<file path="src/a85_pkg.sv">
`default_nettype none
package a85_pkg;

	typedef struct packed {
		logic [7:0] data_byte;
		logic       end_of_message;
	} a85_in_t;

	typedef struct packed {
		logic [7:0] text_char;
		logic       last_char;
	} a85_out_t;

	localparam int unsigned DIGIT_COUNT = 5;

	// one unit of work for the character emitter; digits[0] is most significant
	typedef struct packed {
		logic                         open_delim;
		logic                         zero_group;
		logic [2:0]                   ndig;
		logic [DIGIT_COUNT-1:0][6:0]  digits;
		logic                         close_delim;
	} a85_job_t;

	typedef enum logic [2:0] {
		EM_IDLE,
		EM_OPEN0,
		EM_OPEN1,
		EM_BODY,
		EM_CLOSE0,
		EM_CLOSE1
	} a85_emit_state_t;

	localparam logic [7:0] CH_LT    = 8'h3C;
	localparam logic [7:0] CH_TILDE = 8'h7E;
	localparam logic [7:0] CH_GT    = 8'h3E;
	localparam logic [7:0] CH_Z     = 8'h7A;
	localparam logic [7:0] DIGIT_BIAS = 8'd33;

	localparam logic [2:0] NDIG_FULL  = 3'd5;
	localparam logic [2:0] CONV_STEPS = 3'd4;

	// floor(x / 85) == (x * RECIP85) >> RECIP85_SHIFT for every 32-bit x
	localparam logic [31:0] RECIP85       = 32'hC0C0C0C1;
	localparam int unsigned RECIP85_SHIFT = 38;
	localparam logic [6:0]  RADIX         = 7'd85;

	function automatic a85_emit_state_t after_body(input a85_job_t j);
		return j.close_delim ? EM_CLOSE0 : EM_IDLE;
	endfunction

	function automatic a85_emit_state_t after_open(input a85_job_t j);
		return (j.zero_group || (j.ndig != 3'd0)) ? EM_BODY : after_body(j);
	endfunction

	function automatic a85_emit_state_t first_state(input a85_job_t j);
		return j.open_delim ? EM_OPEN0 : after_open(j);
	endfunction

endpackage
`default_nettype wire

</file>
<file path="src/a85_queue.sv">
`default_nettype none
module a85_queue #(
	parameter int unsigned DEPTH = 2
) (
	input  wire                 clk,
	input  wire                 arst_n,
	input  wire                 push_valid,
	output logic                push_ready,
	input  a85_pkg::a85_job_t   push_data,
	output logic                pop_valid,
	input  wire                 pop_ready,
	output a85_pkg::a85_job_t   pop_data
);
	import a85_pkg::*;

	localparam int unsigned PW = (DEPTH > 1) ? $clog2(DEPTH) : 1;
	localparam int unsigned CW = $clog2(DEPTH + 1);

	a85_job_t      mem_q [DEPTH];
	logic [PW-1:0] wr_ptr_q, rd_ptr_q;
	logic [CW-1:0] count_q;
	logic          do_push, do_pop;

	function automatic logic [PW-1:0] bump(input logic [PW-1:0] p);
		return (p == PW'(DEPTH - 1)) ? '0 : p + PW'(1);
	endfunction

	always_comb begin
		push_ready = (count_q != CW'(DEPTH));
		pop_valid  = (count_q != '0);
		pop_data   = mem_q[rd_ptr_q];
		do_push    = push_valid && push_ready;
		do_pop     = pop_valid && pop_ready;
	end

	always_ff @(posedge clk or negedge arst_n) begin
		if (!arst_n) begin
			wr_ptr_q <= '0;
			rd_ptr_q <= '0;
			count_q  <= '0;
		end else begin
			if (do_push) begin
				wr_ptr_q <= bump(wr_ptr_q);
			end
			if (do_pop) begin
				rd_ptr_q <= bump(rd_ptr_q);
			end
			if (do_push && !do_pop) begin
				count_q <= count_q + CW'(1);
			end else if (do_pop && !do_push) begin
				count_q <= count_q - CW'(1);
			end
		end
	end

	always_ff @(posedge clk) begin
		if (do_push) begin
			mem_q[wr_ptr_q] <= push_data;
		end
	end

endmodule
`default_nettype wire

</file>
<file path="config.mk">
export PLATFORM = sky130hd
export DESIGN_NAME = a85_queue
export DESIGN_NICKNAME = d
export VERILOG_FILES = /design/src/a85_pkg.sv /design/src/a85_queue.sv
export SDC_FILE = /design/constraint.sdc
export NUM_CORES = 1
export LEC_CHECK = 0
export ABC_AREA = 1
export BUFFER_PORTS_ARGS = -buffer_cell sky130_fd_sc_hd__buf_2
export CORE_MARGIN = 4
export CORE_UTILIZATION = 30
export DETAILED_ROUTE_END_ITERATION = 7
export SKIP_LAST_GASP = 1
export SLEW_MARGIN = 0
export SYNTH_ARGS = -nofsm -noshare
export SYNTH_HDL_FRONTEND = slang
export SYNTH_SLANG_ARGS = --single-unit
</file>
<file path="constraint.sdc">
create_clock -name clk -period 3.3 [get_ports clk]
set_input_delay 0.495 -clock clk [delete_from_list [all_inputs] [get_ports clk]]
set_output_delay 0.495 -clock clk [all_outputs]
set_load 0.03 [all_outputs]
</file>
======== Word-level counts from Yosys, hierarchy flattened ========
Memories as Yosys holds them, arrays and structs flattened.
Index checks and enable logic that the tools add are counted.
storage, ports and cells
  bits of input ports ..................... 45
  memory bits (read-only) ................. 0
  logic and storage cells ................. 23
  memory bits (writable) .................. 82
  output and inout bits ................... 43
  bits in registers ....................... 4
  memories kept ........................... 1
  latch bits .............................. 0
memory list
  memory  words  width  rd ports  clocked after Yosys merged registers in  wr ports  line             source
  mem_q   2      41     1         0                                        1         a85_queue.sv:19  a85_job_t mem_q [DEPTH];
operators by class
  eq/ne operators ......................... 1
  divide/modulo/power cells ............... 0
  shift operators ......................... 0
  multiply operators ...................... 0
  magnitude comparators ................... 0
  bitwise logic cells ..................... 0
  muxes and demuxes ....................... 6
  reduce and logical (&&, ||, !) cells .... 8
  $add $sub $neg .......................... 4
operators by type and width
  cell                 number
  $logic_and 1x1->1    4
  $mux 1               4
  $mux 2               2
  $reduce_bool 2->1    2
  $add 1x1->1 const B  2
  $add 2x1->2 const B  1
  $logic_not 1->1      2
  $ne 2x2->1 const B   1
  $sub 2x1->2 const B  1

======== Longest topological paths before layout ========
  depth in word-level cells ............... 6
  depth in mapped cells ................... 10
  mapped depth without buffers ............ 10

======== Least setup slack after synthesis ========
Ideal clock, no wire load.
  path kind ............................... reg2reg
  start point ............................. register count_q[0]
  end point ............................... memory mem_q[0][0] (netlist name) (enable)
  library setup time ...................... 0.439 ns
  stages on the path, launching flop included .. 5
  arrival ................................. 2.373 ns
  path buffers ............................ 0
  required time ........................... 2.861 ns
  slack ................................... 0.488 ns
  period minus slack after synthesis ...... 2.812 ns
  path through ............................ dfrtp_1 inv_2 nand2_4 nand2_4 nor2_1
on the way
  longest elaborated chain between the ends .. 4
ends and longest elaborated chain
  item                          line             source
  from (decl)                   a85_queue.sv:21  logic [CW-1:0] count_q;
  from (signal assigned)        a85_queue.sv:49  count_q <= count_q + CW'(1);
  from (signal assigned)        a85_queue.sv:51  count_q <= count_q - CW'(1);
  $ne 2x2->1                    a85_queue.sv:29  push_ready = (count_q != CW'(DEPTH));
  named net push_ready          a85_queue.sv:8   output logic push_ready,
  $logic_and 1x1->1             a85_queue.sv:32  do_push = push_valid && push_ready;
  $mux 1                        a85_queue.sv:57  if (do_push) begin
  $mux 1 (implied by the code)  a85_queue.sv:58  mem_q[wr_ptr_q] <= push_data;
  to (decl)                     a85_queue.sv:19
The timed path passes the listed nets, and every way through them passes these cells.

==> impl_results.md <==
* WL per Instance at ~13 µm
* Final Cycle Share at 0.732
* Layout overhead on the synthesized area at 22.2%
* Distinct cells, synth at 17
* CP Cell Sequence: inv_8, nand2_1, nand2_1, buf_2
* Via count at 1999
* Post-synth top area cell: edfxtp_1
* Hold Path Class: in -> reg
* CTS tree: done
* Final ANT Viol Nets at 0
* Req. time, crit path at 2.80 ns
* GR Overflow Total at 0
* CTS sink count at 86
* Commonest cells post-synth: 113 x nand2_1, 82 x edfxtp_1, 18 x nand2_2
* Area contributors post-synth: edfxtp_1 74%, nand2_1 13%, nand2_2 3.4%
* Max-cap viol count at 0
* Initial antenna violation count at 0
* Total power at 3.91 mW
* Worst-path clk slew at 0.08 ns
* Sequential Power Share at 0.424
* Layout cells sized above 1 at 0.386
* Crit-path leading delay family: flip-flops
* H-tree depth at 3
* Final setup violation count at 0
* Ys flop type: edfxtp_1
* Crit Path Class: reg -> out
* Worst R2R Start: count_q[0]
* Worst Max-Slew Pin Slew at between 0.8 and 0.9 ns
* Setup crit end kind: primary output
* Final Hold Viols at 0
* CTS Root Cell: clkbuf_8
* CP bufs+invs at 2
* Largest net degree at the start of global routing at 44
* Finished Layout Cells at 482
* RSZ-0062 raised after global routing: false
* DRC viols at 0
* Top-count cell post-synth: nand2_1
* Switching power at roughly 1.6 mW
* Initial Utilization at 0.308
* Number of I/O port buffers at 87
* Area occupied by multi-input gates at 636 µm²
* FF+latch count, synth at 86
* Clk_lat worst skew at 0.34 ns
* Switching share of power at 0.419
* Nets at 383
* WL final at 6290 µm
* Min cycle time layout at roughly 2.4 ns
* Combinational Power Share at 0.394
* CTS Buffer Depth at 2
* Fin area at 4080 µm²
* Clk_skew at 0.00728 ns
* Clock power share at 0.182
* Post-synthesis sequential area ratio at 0.768
* Fillers at approximately 1100
* Most numerous cell on the critical path: nand2_1
* Die height at 113 µm
* Power density over the cells at roughly 960 nW/µm²
* Hold wc startpoint: push_data[37]
* Cell area after synthesis at 3340 µm²
* Post-synth EDFFs at 82
* Row count at 38
* DP HPWL at 4190 µm
* Die Width at 113 µm
* Global-route usage over all layers at 0.102
* Largest fanout on the critical path at 43
* TritonRoute pass-1 iters at 4
* Startpoint types: register
* First-pass GRT wire length at 10100 µm
* F_max at 414 MHz
* Antenna Cells at 0
* Slowest-stage cell, CP: dfrtp_2
* Largest stage delay, worst path at 0.94 ns
* RD Place Congestion at 0.684
* Io pins at 88
* YS warnings at 0
* FF/Latch Area at 2560 µm²
* Syn Nets at 289
* Synth Area per Inst at ~14 µm²
* Async set or reset register ratio after synthesis at 0.0465
* CP arrival at 1.92 ns
* Syn Inst Count at 243
* Slew Limit Fails at 0
* Worst vdd ir at 0.340 mV
* Crit path launch: rd_ptr_q
* Placed cell count at about 470
* Status: finished clean
* First-iteration detailed-routing DRC count at approximately 60
* Area of the core at roughly 11000 µm²
* Top-area cell type share of the netlist area at 0.738
* Slew headroom at 0.421
* Internal Power at between 2 and 2.5 mW
* TritonCTS Buffers at 9
* Area after DPL at between 3000 and 4000 µm²
* Leak at 1.74 nW
* Die ar. at ~13000 µm²
* Vias/cell at ~4.1
* Vias in the first global route at approximately 2200
* Setup TNS at 0 ns
==> layer usage <==
layer | global-route usage | vias to the layer above | part of all wire
li1 | - | 993 | -
met2 | 0.181 | 62 | 0.52
met3 | 0.0318 | 10 | 0.053
met1 | 0.116 | 934 | 0.41
met4 | 0.0385 | 0 | 0.018
met5 | 0 | - | 0
==> power by group through the flow <==
stage / combinational, mW / sequential, mW / clock (mW)
2_1_floorplan: 1.29 / 1.59 / 0
3_3_place_gp: 1.57 / 1.68 / 0
3_5_place_dp: 1.58 / 1.69 / 0
4_1_cts: 1.59 / 1.66 / 0.741
5_1_grt: 1.70 / 1.69 / 0.800
6_report: 1.54 / 1.65 / 0.713
==> cells by family (layout without fill, tap and decap cells) <==
kind of cell  after synthesis  after routing  share of synthesized area
xor+xnor                    2              2                    0.00750
fa+ha+maj                   1              1                    0.00375
buf+inv                    16            115                     0.0461
flops                      86             86                      0.768
simple gates              138            138                      0.175
==> repair_timing <==
| item | CTS | global route |
|---|---|---|
| gates resized for setup | 0 | 0 |
| setup buffers | 0 | 0 |
| hold buffers | 1 | 0 |
| endpoints found under the hold margin | 4 | 0 |
==> cells in the final DEF, fill, tap and decap left out <==
cell	Yosys	routed
nand2_2	18	18
dfrtp_1	4	3
clkbuf_8	4	10
buf_4	0	4
edfxtp_1	82	82
inv_2	2	2
buf_2	0	87
bufinv_16	0	1
clkinv_2	0	2
xor2_2	1	1
nand2_4	2	2
inv_1	4	4
nand2_1	113	113
xnor2_1	1	1
dfrtp_2	0	1
nand4_1	1	1
ha_1	1	1
nor2_4	0	2
clkbuf_1	0	2
nand3_1	2	2
inv_8	1	1
clkinvlp_4	0	1
dlygate4sd3_1	0	1
==> flip-flops by register name (all words and copies together), names as in the netlist <==
signal    flops
mem_q        82
wr_ptr_q      1
rd_ptr_q      1
count_q       2
==> layout make-up <==
type	count	area share
sequential	86	0.629
clock buffer	12	0.0356
clock inverter	4	0.0117
tap	140	0.0430
multi-input combinational	141	0.156
inverter	7	0.00829
timing repair buffer	92	0.117
==> stage by stage <==
stage / util / worst slack [ns] / hold WS [ns]
6_report: 0.376 / 0.885 / 0.340
5_1_grt: 0.376 / 0.631 / 0.302
4_1_cts: 0.376 / 0.789 / 0.318
3_5_place_dp: 0.357 / 1.17 / 0.312
3_3_place_gp: 0.357 / 1.18 / 0.307
2_1_floorplan: - / 0.488 / 0.199
==> path summary, 6_finish.rpt <==
check | endpoint | slack [ns] | cells past startpoint
worst max-delay path | pop_data[19] | 0.88 | 4
worst min-delay path | mem_q[0][37] | 0.34 | 1
worst max register to register | mem_q[1][15] | 1.42 | 5
worst min register to register | count_q[0] | 0.54 | 1
max in group asynchronous | rd_ptr_q | 2.67 | 2
min in group asynchronous | count_q[1] | 0.49 | 2
Note: power is estimated with default switching activity, not from simulation.
