## src/a85_pkg.sv

```systemverilog
`default_nettype none
package a85_pkg;

	typedef struct packed {
		logic [7:0] data_byte;
		logic       end_of_message;
	} a85_in_t;

	typedef struct packed {
		logic [7:0] text_char;
		logic       last_char;
	} a85_out_t;

	localparam int unsigned DIGIT_COUNT = 5;

	// one unit of work for the character emitter; digits[0] is most significant
	typedef struct packed {
		logic                         open_delim;
		logic                         zero_group;
		logic [2:0]                   ndig;
		logic [DIGIT_COUNT-1:0][6:0]  digits;
		logic                         close_delim;
	} a85_job_t;

	typedef enum logic [2:0] {
		EM_IDLE,
		EM_OPEN0,
		EM_OPEN1,
		EM_BODY,
		EM_CLOSE0,
		EM_CLOSE1
	} a85_emit_state_t;

	localparam logic [7:0] CH_LT    = 8'h3C;
	localparam logic [7:0] CH_TILDE = 8'h7E;
	localparam logic [7:0] CH_GT    = 8'h3E;
	localparam logic [7:0] CH_Z     = 8'h7A;
	localparam logic [7:0] DIGIT_BIAS = 8'd33;

	localparam logic [2:0] NDIG_FULL  = 3'd5;
	localparam logic [2:0] CONV_STEPS = 3'd4;

	// floor(x / 85) == (x * RECIP85) >> RECIP85_SHIFT for every 32-bit x
	localparam logic [31:0] RECIP85       = 32'hC0C0C0C1;
	localparam int unsigned RECIP85_SHIFT = 38;
	localparam logic [6:0]  RADIX         = 7'd85;

	function automatic a85_emit_state_t after_body(input a85_job_t j);
		return j.close_delim ? EM_CLOSE0 : EM_IDLE;
	endfunction

	function automatic a85_emit_state_t after_open(input a85_job_t j);
		return (j.zero_group || (j.ndig != 3'd0)) ? EM_BODY : after_body(j);
	endfunction

	function automatic a85_emit_state_t first_state(input a85_job_t j);
		return j.open_delim ? EM_OPEN0 : after_open(j);
	endfunction

endpackage
`default_nettype wire

```

## src/a85_back.sv

```systemverilog
`default_nettype none
module a85_back (
	input  wire                 clk,
	input  wire                 arst_n,
	input  wire                 job_valid,
	output logic                job_ready,
	input  a85_pkg::a85_job_t   job,
	output logic                out_valid,
	input  wire                 out_ready,
	output a85_pkg::a85_out_t   out_data
);
	import a85_pkg::*;

	a85_emit_state_t state_q, state_d;
	a85_job_t        job_q;
	logic [2:0]      idx_q;
	logic            out_valid_q;
	a85_out_t        out_q;

	logic            slot_free, emit, body_done;
	logic [7:0]      char_d;
	logic            last_d;

	always_comb begin
		slot_free = !out_valid_q || out_ready;
		body_done = job_q.zero_group || (idx_q == 3'(job_q.ndig - 3'd1));
	end

	always_comb begin
		state_d = state_q;
		unique case (state_q)
			EM_IDLE: begin
				if (job_valid) begin
					state_d = first_state(job);
				end
			end
			EM_OPEN0: begin
				if (slot_free) state_d = EM_OPEN1;
			end
			EM_OPEN1: begin
				if (slot_free) state_d = after_open(job_q);
			end
			EM_BODY: begin
				if (slot_free && body_done) state_d = after_body(job_q);
			end
			EM_CLOSE0: begin
				if (slot_free) state_d = EM_CLOSE1;
			end
			EM_CLOSE1: begin
				if (slot_free) state_d = EM_IDLE;
			end
			default: state_d = EM_IDLE;
		endcase
	end

	always_comb begin
		job_ready = 1'b0;
		emit      = 1'b0;
		char_d    = 8'h0;
		last_d    = 1'b0;
		unique case (state_q)
			EM_IDLE: begin
				job_ready = 1'b1;
			end
			EM_OPEN0: begin
				emit   = slot_free;
				char_d = CH_LT;
			end
			EM_OPEN1: begin
				emit   = slot_free;
				char_d = CH_TILDE;
			end
			EM_BODY: begin
				emit   = slot_free;
				char_d = job_q.zero_group ? CH_Z : ({1'b0, job_q.digits[idx_q]} + DIGIT_BIAS);
			end
			EM_CLOSE0: begin
				emit   = slot_free;
				char_d = CH_TILDE;
			end
			EM_CLOSE1: begin
				emit   = slot_free;
				char_d = CH_GT;
				last_d = 1'b1;
			end
			default: begin
				job_ready = 1'b0;
			end
		endcase
	end

	always_ff @(posedge clk or negedge arst_n) begin
		if (!arst_n) begin
			state_q     <= EM_IDLE;
			idx_q       <= 3'd0;
			out_valid_q <= 1'b0;
		end else begin
			state_q <= state_d;
			if (job_ready && job_valid) begin
				idx_q <= 3'd0;
			end else if (emit && (state_q == EM_BODY)) begin
				idx_q <= idx_q + 3'd1;
			end
			if (emit) begin
				out_valid_q <= 1'b1;
			end else if (out_ready) begin
				out_valid_q <= 1'b0;
			end
		end
	end

	always_ff @(posedge clk) begin
		if (job_ready && job_valid) begin
			job_q <= job;
		end
		if (emit) begin
			out_q.text_char <= char_d;
			out_q.last_char <= last_d;
		end
	end

	assign out_valid = out_valid_q;
	assign out_data  = out_q;

endmodule
`default_nettype wire

```

## config.mk

```make
export PLATFORM = sky130hd
export DESIGN_NAME = a85_back
export DESIGN_NICKNAME = d
export VERILOG_FILES = /design/src/a85_pkg.sv /design/src/a85_back.sv
export SDC_FILE = /design/constraint.sdc
export NUM_CORES = 1
export LEC_CHECK = 0
export ABC_AREA = 1
export BUFFER_PORTS_ARGS = -buffer_cell sky130_fd_sc_hd__clkbuf_2
export CAP_MARGIN = 20
export CORE_UTILIZATION = 50
export CTS_CLUSTER_DIAMETER = 200
export DETAILED_ROUTE_END_ITERATION = 8
export GPL_TIMING_DRIVEN = 0
export MAX_ROUTING_LAYER = met4
export PLACE_DENSITY = 0.8
export RECOVER_POWER = 100
export SLEW_MARGIN = 20
export SYNTH_ARGS = -nofsm -noshare
export SYNTH_HDL_FRONTEND = slang
export SYNTH_SLANG_ARGS = --single-unit
```

## constraint.sdc

```tcl
create_clock -name clk -period 4 [get_ports clk]
set_input_delay 0.4 -clock clk [delete_from_list [all_inputs] [get_ports clk]]
set_output_delay 0.4 -clock clk [all_outputs]
set_load 0.005 [all_outputs]
```

# ---- Word level (Yosys, flattened, before mapping)
# Cells that the tools add are included.
dict set report totals {
  reg_bits 56
  in_bits 45
  out_inout_bits 11
  wordCells 68
}
dict set report op_classes {
  add_sub_neg 3
  order_cmp 1
  n_eq_ne 12
  muxes 23
  reduce_logical 16
}
# op n
set op_table {}
lappend op_table {{3-bit 2-to-1 mux} 13}
lappend op_table {{8-bit one-hot mux with 4 select lines} 1}
lappend op_table {{7-bit binary-select mux with 3-bit select} 1}
lappend op_table {{3-bit one-hot mux with 6 select lines} 1}
lappend op_table {{2-bit inequality test (second input constant)} 6}
lappend op_table {{7-bit by 6-bit adder with 8-bit output (second input constant)} 1}
lappend op_table {{8-bit 2-to-1 mux} 1}
lappend op_table {{7-bit 2-to-1 mux} 1}
lappend op_table {{3-bit by 2-bit == test with 1-bit output (second input constant)} 2}
lappend op_table {{3-bit == test (second input constant)} 2}
lappend op_table {{6-bit AND reduction} 1}
lappend op_table {{3-bit nonzero test} 2}
lappend op_table {{1-bit 2-to-1 mux} 5}
lappend op_table {{5-bit OR reduction} 1}
lappend op_table {{1-bit logical OR} 4}
lappend op_table {{3-bit by 4-bit less-than comparator with 1-bit output (second input constant)} 1}
lappend op_table {{2-bit nonzero test} 2}
lappend op_table {{3-bit by 1-bit adder with 3-bit output (second input constant)} 1}
lappend op_table {{3-bit by 1-bit == test with 1-bit output (second input constant)} 1}
lappend op_table {{3-bit == test} 1}
lappend op_table {{1-bit logical AND} 3}
lappend op_table {{3-bit logical NOT} 1}
lappend op_table {{3-bit by 1-bit subtractor with 3-bit output (second input constant)} 1}
lappend op_table {{2-bit OR reduction} 1}
lappend op_table {{1-bit logical NOT} 1}

# ---- Depth between registers and ports, before layout
dict set report logic_depth {
  ltp_word 6
  depth_mapped 15
  ltp_nobuf 13
}

# ---- Worst setup path after synthesis
# OpenSTA, ideal clock, no wires.
dict set report synth_timing {
  path_type {register to register}
  start {register state_q[0]}
  end {register job_q[0] in the netlist's numbering (enable)}
  setup_time_ns 0.439
  t_arrival_ns 2.362
  required_time_ns 3.561
  path_slack_ns 1.199
  stages_incl_launch_ff 4
  path_buffers 0
  synth_period_minus_slack_ns 2.801
  path_cell_list {dfrtp_1 nor2_1 nand2_1 nor2_1}
}
dict set report synth_via {
  elab_chain_cells 3
}
# item line
set synth_lines {}
lappend synth_lines {{start, declared} a85_back.sv:14} ;# a85_emit_state_t state_q, state_d;
lappend synth_lines {{start signal, assigned} a85_back.sv:98} ;# state_q <= state_d;
lappend synth_lines {{3-bit logical NOT} a85_back.sv:61} ;# unique case (state_q)
lappend synth_lines {{1-bit 2-to-1 mux} a85_back.sv:61}
lappend synth_lines {{1-bit logical AND} a85_back.sv:113} ;# if (job_ready && job_valid) begin
lappend synth_lines {{end signal, assigned} a85_back.sv:114} ;# job_q <= job;
lappend synth_lines {{end, declared} a85_back.sv:15} ;# a85_job_t job_q;
# No other way between the ends.
# A chain may end at the register's enable or synchronous reset.

# ---- Worst setup path after layout
dict set report layout_timing {
  start {register idx_q[1]}
  end {register out_q, in the netlist out_data[6] (data pin)}
}
dict set report layout_via {
  elab_chain_cells 5
}
# item line
set layout_lines {}
lappend layout_lines {{start, declared} a85_back.sv:16} ;# logic [2:0] idx_q;
lappend layout_lines {{start signal, assigned} a85_back.sv:102} ;# idx_q <= idx_q + 3'd1;
lappend layout_lines {{7-bit binary-select mux with 3-bit select} a85_back.sv:75} ;# char_d = job_q.zero_group ? CH_Z : ({1'b0, job_q.digits[idx_q]} + DIGIT_BIAS);
lappend layout_lines {{7-bit 2-to-1 mux (implied by the code)} a85_back.sv:75}
lappend layout_lines {{7-bit by 6-bit adder with 8-bit output} a85_back.sv:75}
lappend layout_lines {{8-bit 2-to-1 mux} a85_back.sv:75}
lappend layout_lines {{8-bit one-hot mux with 4 select lines} a85_back.sv:61}
lappend layout_lines {{via char_d[5]} a85_back.sv:21} ;# logic [7:0] char_d;
lappend layout_lines {{end, declared} a85_back.sv:18} ;# a85_out_t out_q;
# The timed path passes the listed nets, and every way through them passes these cells. The select of a mux whose other input is x is not followed.

==> reports/results.tsv <==
metric	value	unit
rr_worst_depth	9	
p_int	1322	µW
cp-start-kind	flop	
clkTransAtPathRegs	100	ps
ys_warn_count	0	
worstMarginPinSlew	1020	ps
outcome	complete, no violations	
required	4070	ps
cts_buffer_depth	2	
final_hold_viol_count	0	
ant_nets	0	
ctsResizeCount	0	
holdBufCountCts	1	
wl	4302	µm
crit_type	flop to flop	
syn_area	2577	µm²
crit_end	out_data[6]$_DFFE_PP_	
synthSimpleGateAreaFrac	0.2141	
synth-adder-area-share	0.01942	
synth_top_area_share	0.5709	
routed_via_density	4.794	
synth.avg_cell_area	10.65	µm²
gp_congestion	0.8725	
fin_util	0.6214	
r2r-end	out_data[6]$_DFFE_PP_	
p_leak	0.001316	µW
drc	0	
clock-skew-final	6.426	ps
die_height	73.80	µm
insertion_delay	300	ps
final_max_slew_viol_count	0	
antenna_cells	0	
htree_num_levels	2	
yosysTopAreaCell	edfxtp_1	
drive_above_1_share	0.2085	
fin_crit_sh	0.6072	
seq_area_frac_synth	0.6388	
start_util	0.5316	
synthCells	242	
first_global_vias	1702	
grt_usage	0.1868	
min_period	2429	ps
setup_tns	0	ps
io_pins	56	
p_sw	736.9	µW
fin_nets	355	
ys_types	27	
antenna_found_initial	0	
cts_root_buf	clkbuf_8	
power_frac_comb	0.381	
firstDrtPassIters	4	
synthTopCellsByArea	edfxtp_1, nand2_1, dfrtp_1	
relSlewSlack	0.3177	
hold_path.class	input port to flop	
clock-sinks	56	
clock.fmax	411.7	MHz
areaGrowthSynthToFinish	16.89	%
critPathMaxFanout	10	
yosys_register_bits	56	
cp-startpoint	idx_q[1]$_DFFE_PN0P_	
rrSetupSlack	1570	ps
nFillCells	416	
cts_setup_buffers	0	
numCtsBuffers	5	
row_count	25	
hpwl	3285	µm
placed_cell_area	2964	µm²
critPathArrivalTime	2490	ps
power.density	683.4	nW/µm²
grt_overflow	0	
drt-initial-drc-count	110	
vias	1793	
p_seq_frac	0.443	
cp-end-kind	flop	
post_drt_wl_per_cell	11.50	µm
grt_max_degree	31	
synth_top_family_by_area	simple AND/OR/NAND/NOR gates	
timing.rr.start	idx_q[1]$_DFFE_PN0P_	
maxCapViolations	0	
setup_viol	0	
rsz0062_at_grt	false	
power_frac_clock	0.175	
core_area	4848	µm²
die_area	5446	µm²
synth-compound-area-share	0.05146	
synth_xor_area_frac	0.01019	
peakVddDrop	358.6	µV
fin_area	3013	µm²
portBuffers	55	
grt_pass1_wl	7307	µm
die_x	73.80	µm
cts_tree	done	
synth.area.mux_share	0	
syn_nets	291	
sw_frac_of_total	0.3579	
-- layout by cell type, fill, tap and decap left out, drive strengths merged --
cell type and n:
o21ai 16, xor2 3, dfrtp 7, dlygate4sd3 1, buf 5, nand3 28, nor2 18, o21bai 1
clkbuf 61, a22oi 1, a21oi 3, nand2 71, o31ai 1, edfxtp 49, inv 31, ha 4
a31oi 1, bufinv 1, nor3 1, nand4 3, clkinv 1
-- cell usage after synthesis --
master,count
inv_1,26
xor2_1,3
a31oi_1,1
o21bai_1,1
nand2_4,1
nand4_1,3
o21ai_0,8
nand2_1,62
nand2_2,8
nor2_1,17
o31ai_1,1
nor2_2,1
inv_6,1
dfrtp_1,7
buf_6,3
nand3_1,27
clkinv_1,1
buf_8,1
nor3_4,1
o21ai_1,7
ha_1,4
edfxtp_1,49
a21oi_1,3
inv_2,3
a22oi_2,1
o21ai_2,1
nand3_4,1
-- state kept, by name, indices dropped and copies added (netlist names) --
| name | count |
|---|---|
| job_q | 40 |
| out_data | 9 |
| idx_q | 3 |
| state_q | 3 |
| out_valid | 1 |
-- cell type report --
type	count	area, µm²	share of cell area
Buffer	4	41.29	0.01370
Clock buffer	6	72.57	0.02409
Clock inverter	2	38.79	0.01287
Inverter	31	121.4	0.04028
Multi-Input combinational cell	151	718.2	0.2384
Sequential cell	56	1647	0.5465
Tap cell	67	83.83	0.02782
Timing Repair Buffer	57	290.3	0.09635
-- worst min-delay path by stage --
stage / from / end / slack [ps] / depth (start not counted)
finish: job[1] / job_q[1]$_DFFE_PP_ / 270 / 1
CTS: job[15] / job_q[15]$_DFFE_PP_ / 260 / 1
global route: job[25] / job_q[25]$_DFFE_PP_ / 250 / 1
global placement: arst_n / out_valid$_DFFE_PN0P_ / 250 / 1
detailed placement: arst_n / state_q[0]$_DFFE_PN0P_ / 250 / 1
floorplan: arst_n / idx_q[0]$_DFFE_PN0P_ / 100 / 0
-- worst max-delay path: stages (launching register included) --
cell and delay [ps]:
dfrtp_1 390, clkbuf_1 270, nor3_1 610, nand2_1 100, nand2_1 150, nand3_1 160
o21ai_0 270, nand3_1 110, nand2_1 80, nand2_1 50
-- cell families after synthesis --
family / after synthesis
DFF: 56
adders and majority gates: 4
xor gates and xnor gates: 3
buffers and inverters: 35
AOI/OAI and AO/OA: 23
and+or+nand+nor: 121
-- per-layer routing --
| layer | GRT usage | part of all wire | vias to the layer above |
|---|---|---|---|
| met1 | 0.2223 | 0.45 | 785 |
| met2 | 0.3109 | 0.48 | 61 |
| met4 | 0.08120 | 0.022 | 0 |
| met5 | - | 0 | - |
| met3 | 0.03429 | 0.049 | 11 |
| li1 | - | - | 936 |
-- power by group through the flow --
stage               clock, µW  combinational (µW)  sequential [µW]
floorplan                   0                 610              926
global placement            0                 804              929
detailed placement          0                 847              928
CTS                       368                 853              914
global route              391                 908              929
finish                    361                 785              913
-- stage by stage --
step                      setup WS, ps  hold WS, ps  cells  total power [µW]
after floorplan                   1199        104.4    242              1537
after global placement           593.9        253.9    364              1733
after detailed placement          2008        252.5    365              1774
after CTS                         1985        261.3    374              2135
after global routing              1238        250.5    374              2227
final                             1571        266.5    374              2059
Note: power is estimated with default switching activity, not from simulation.
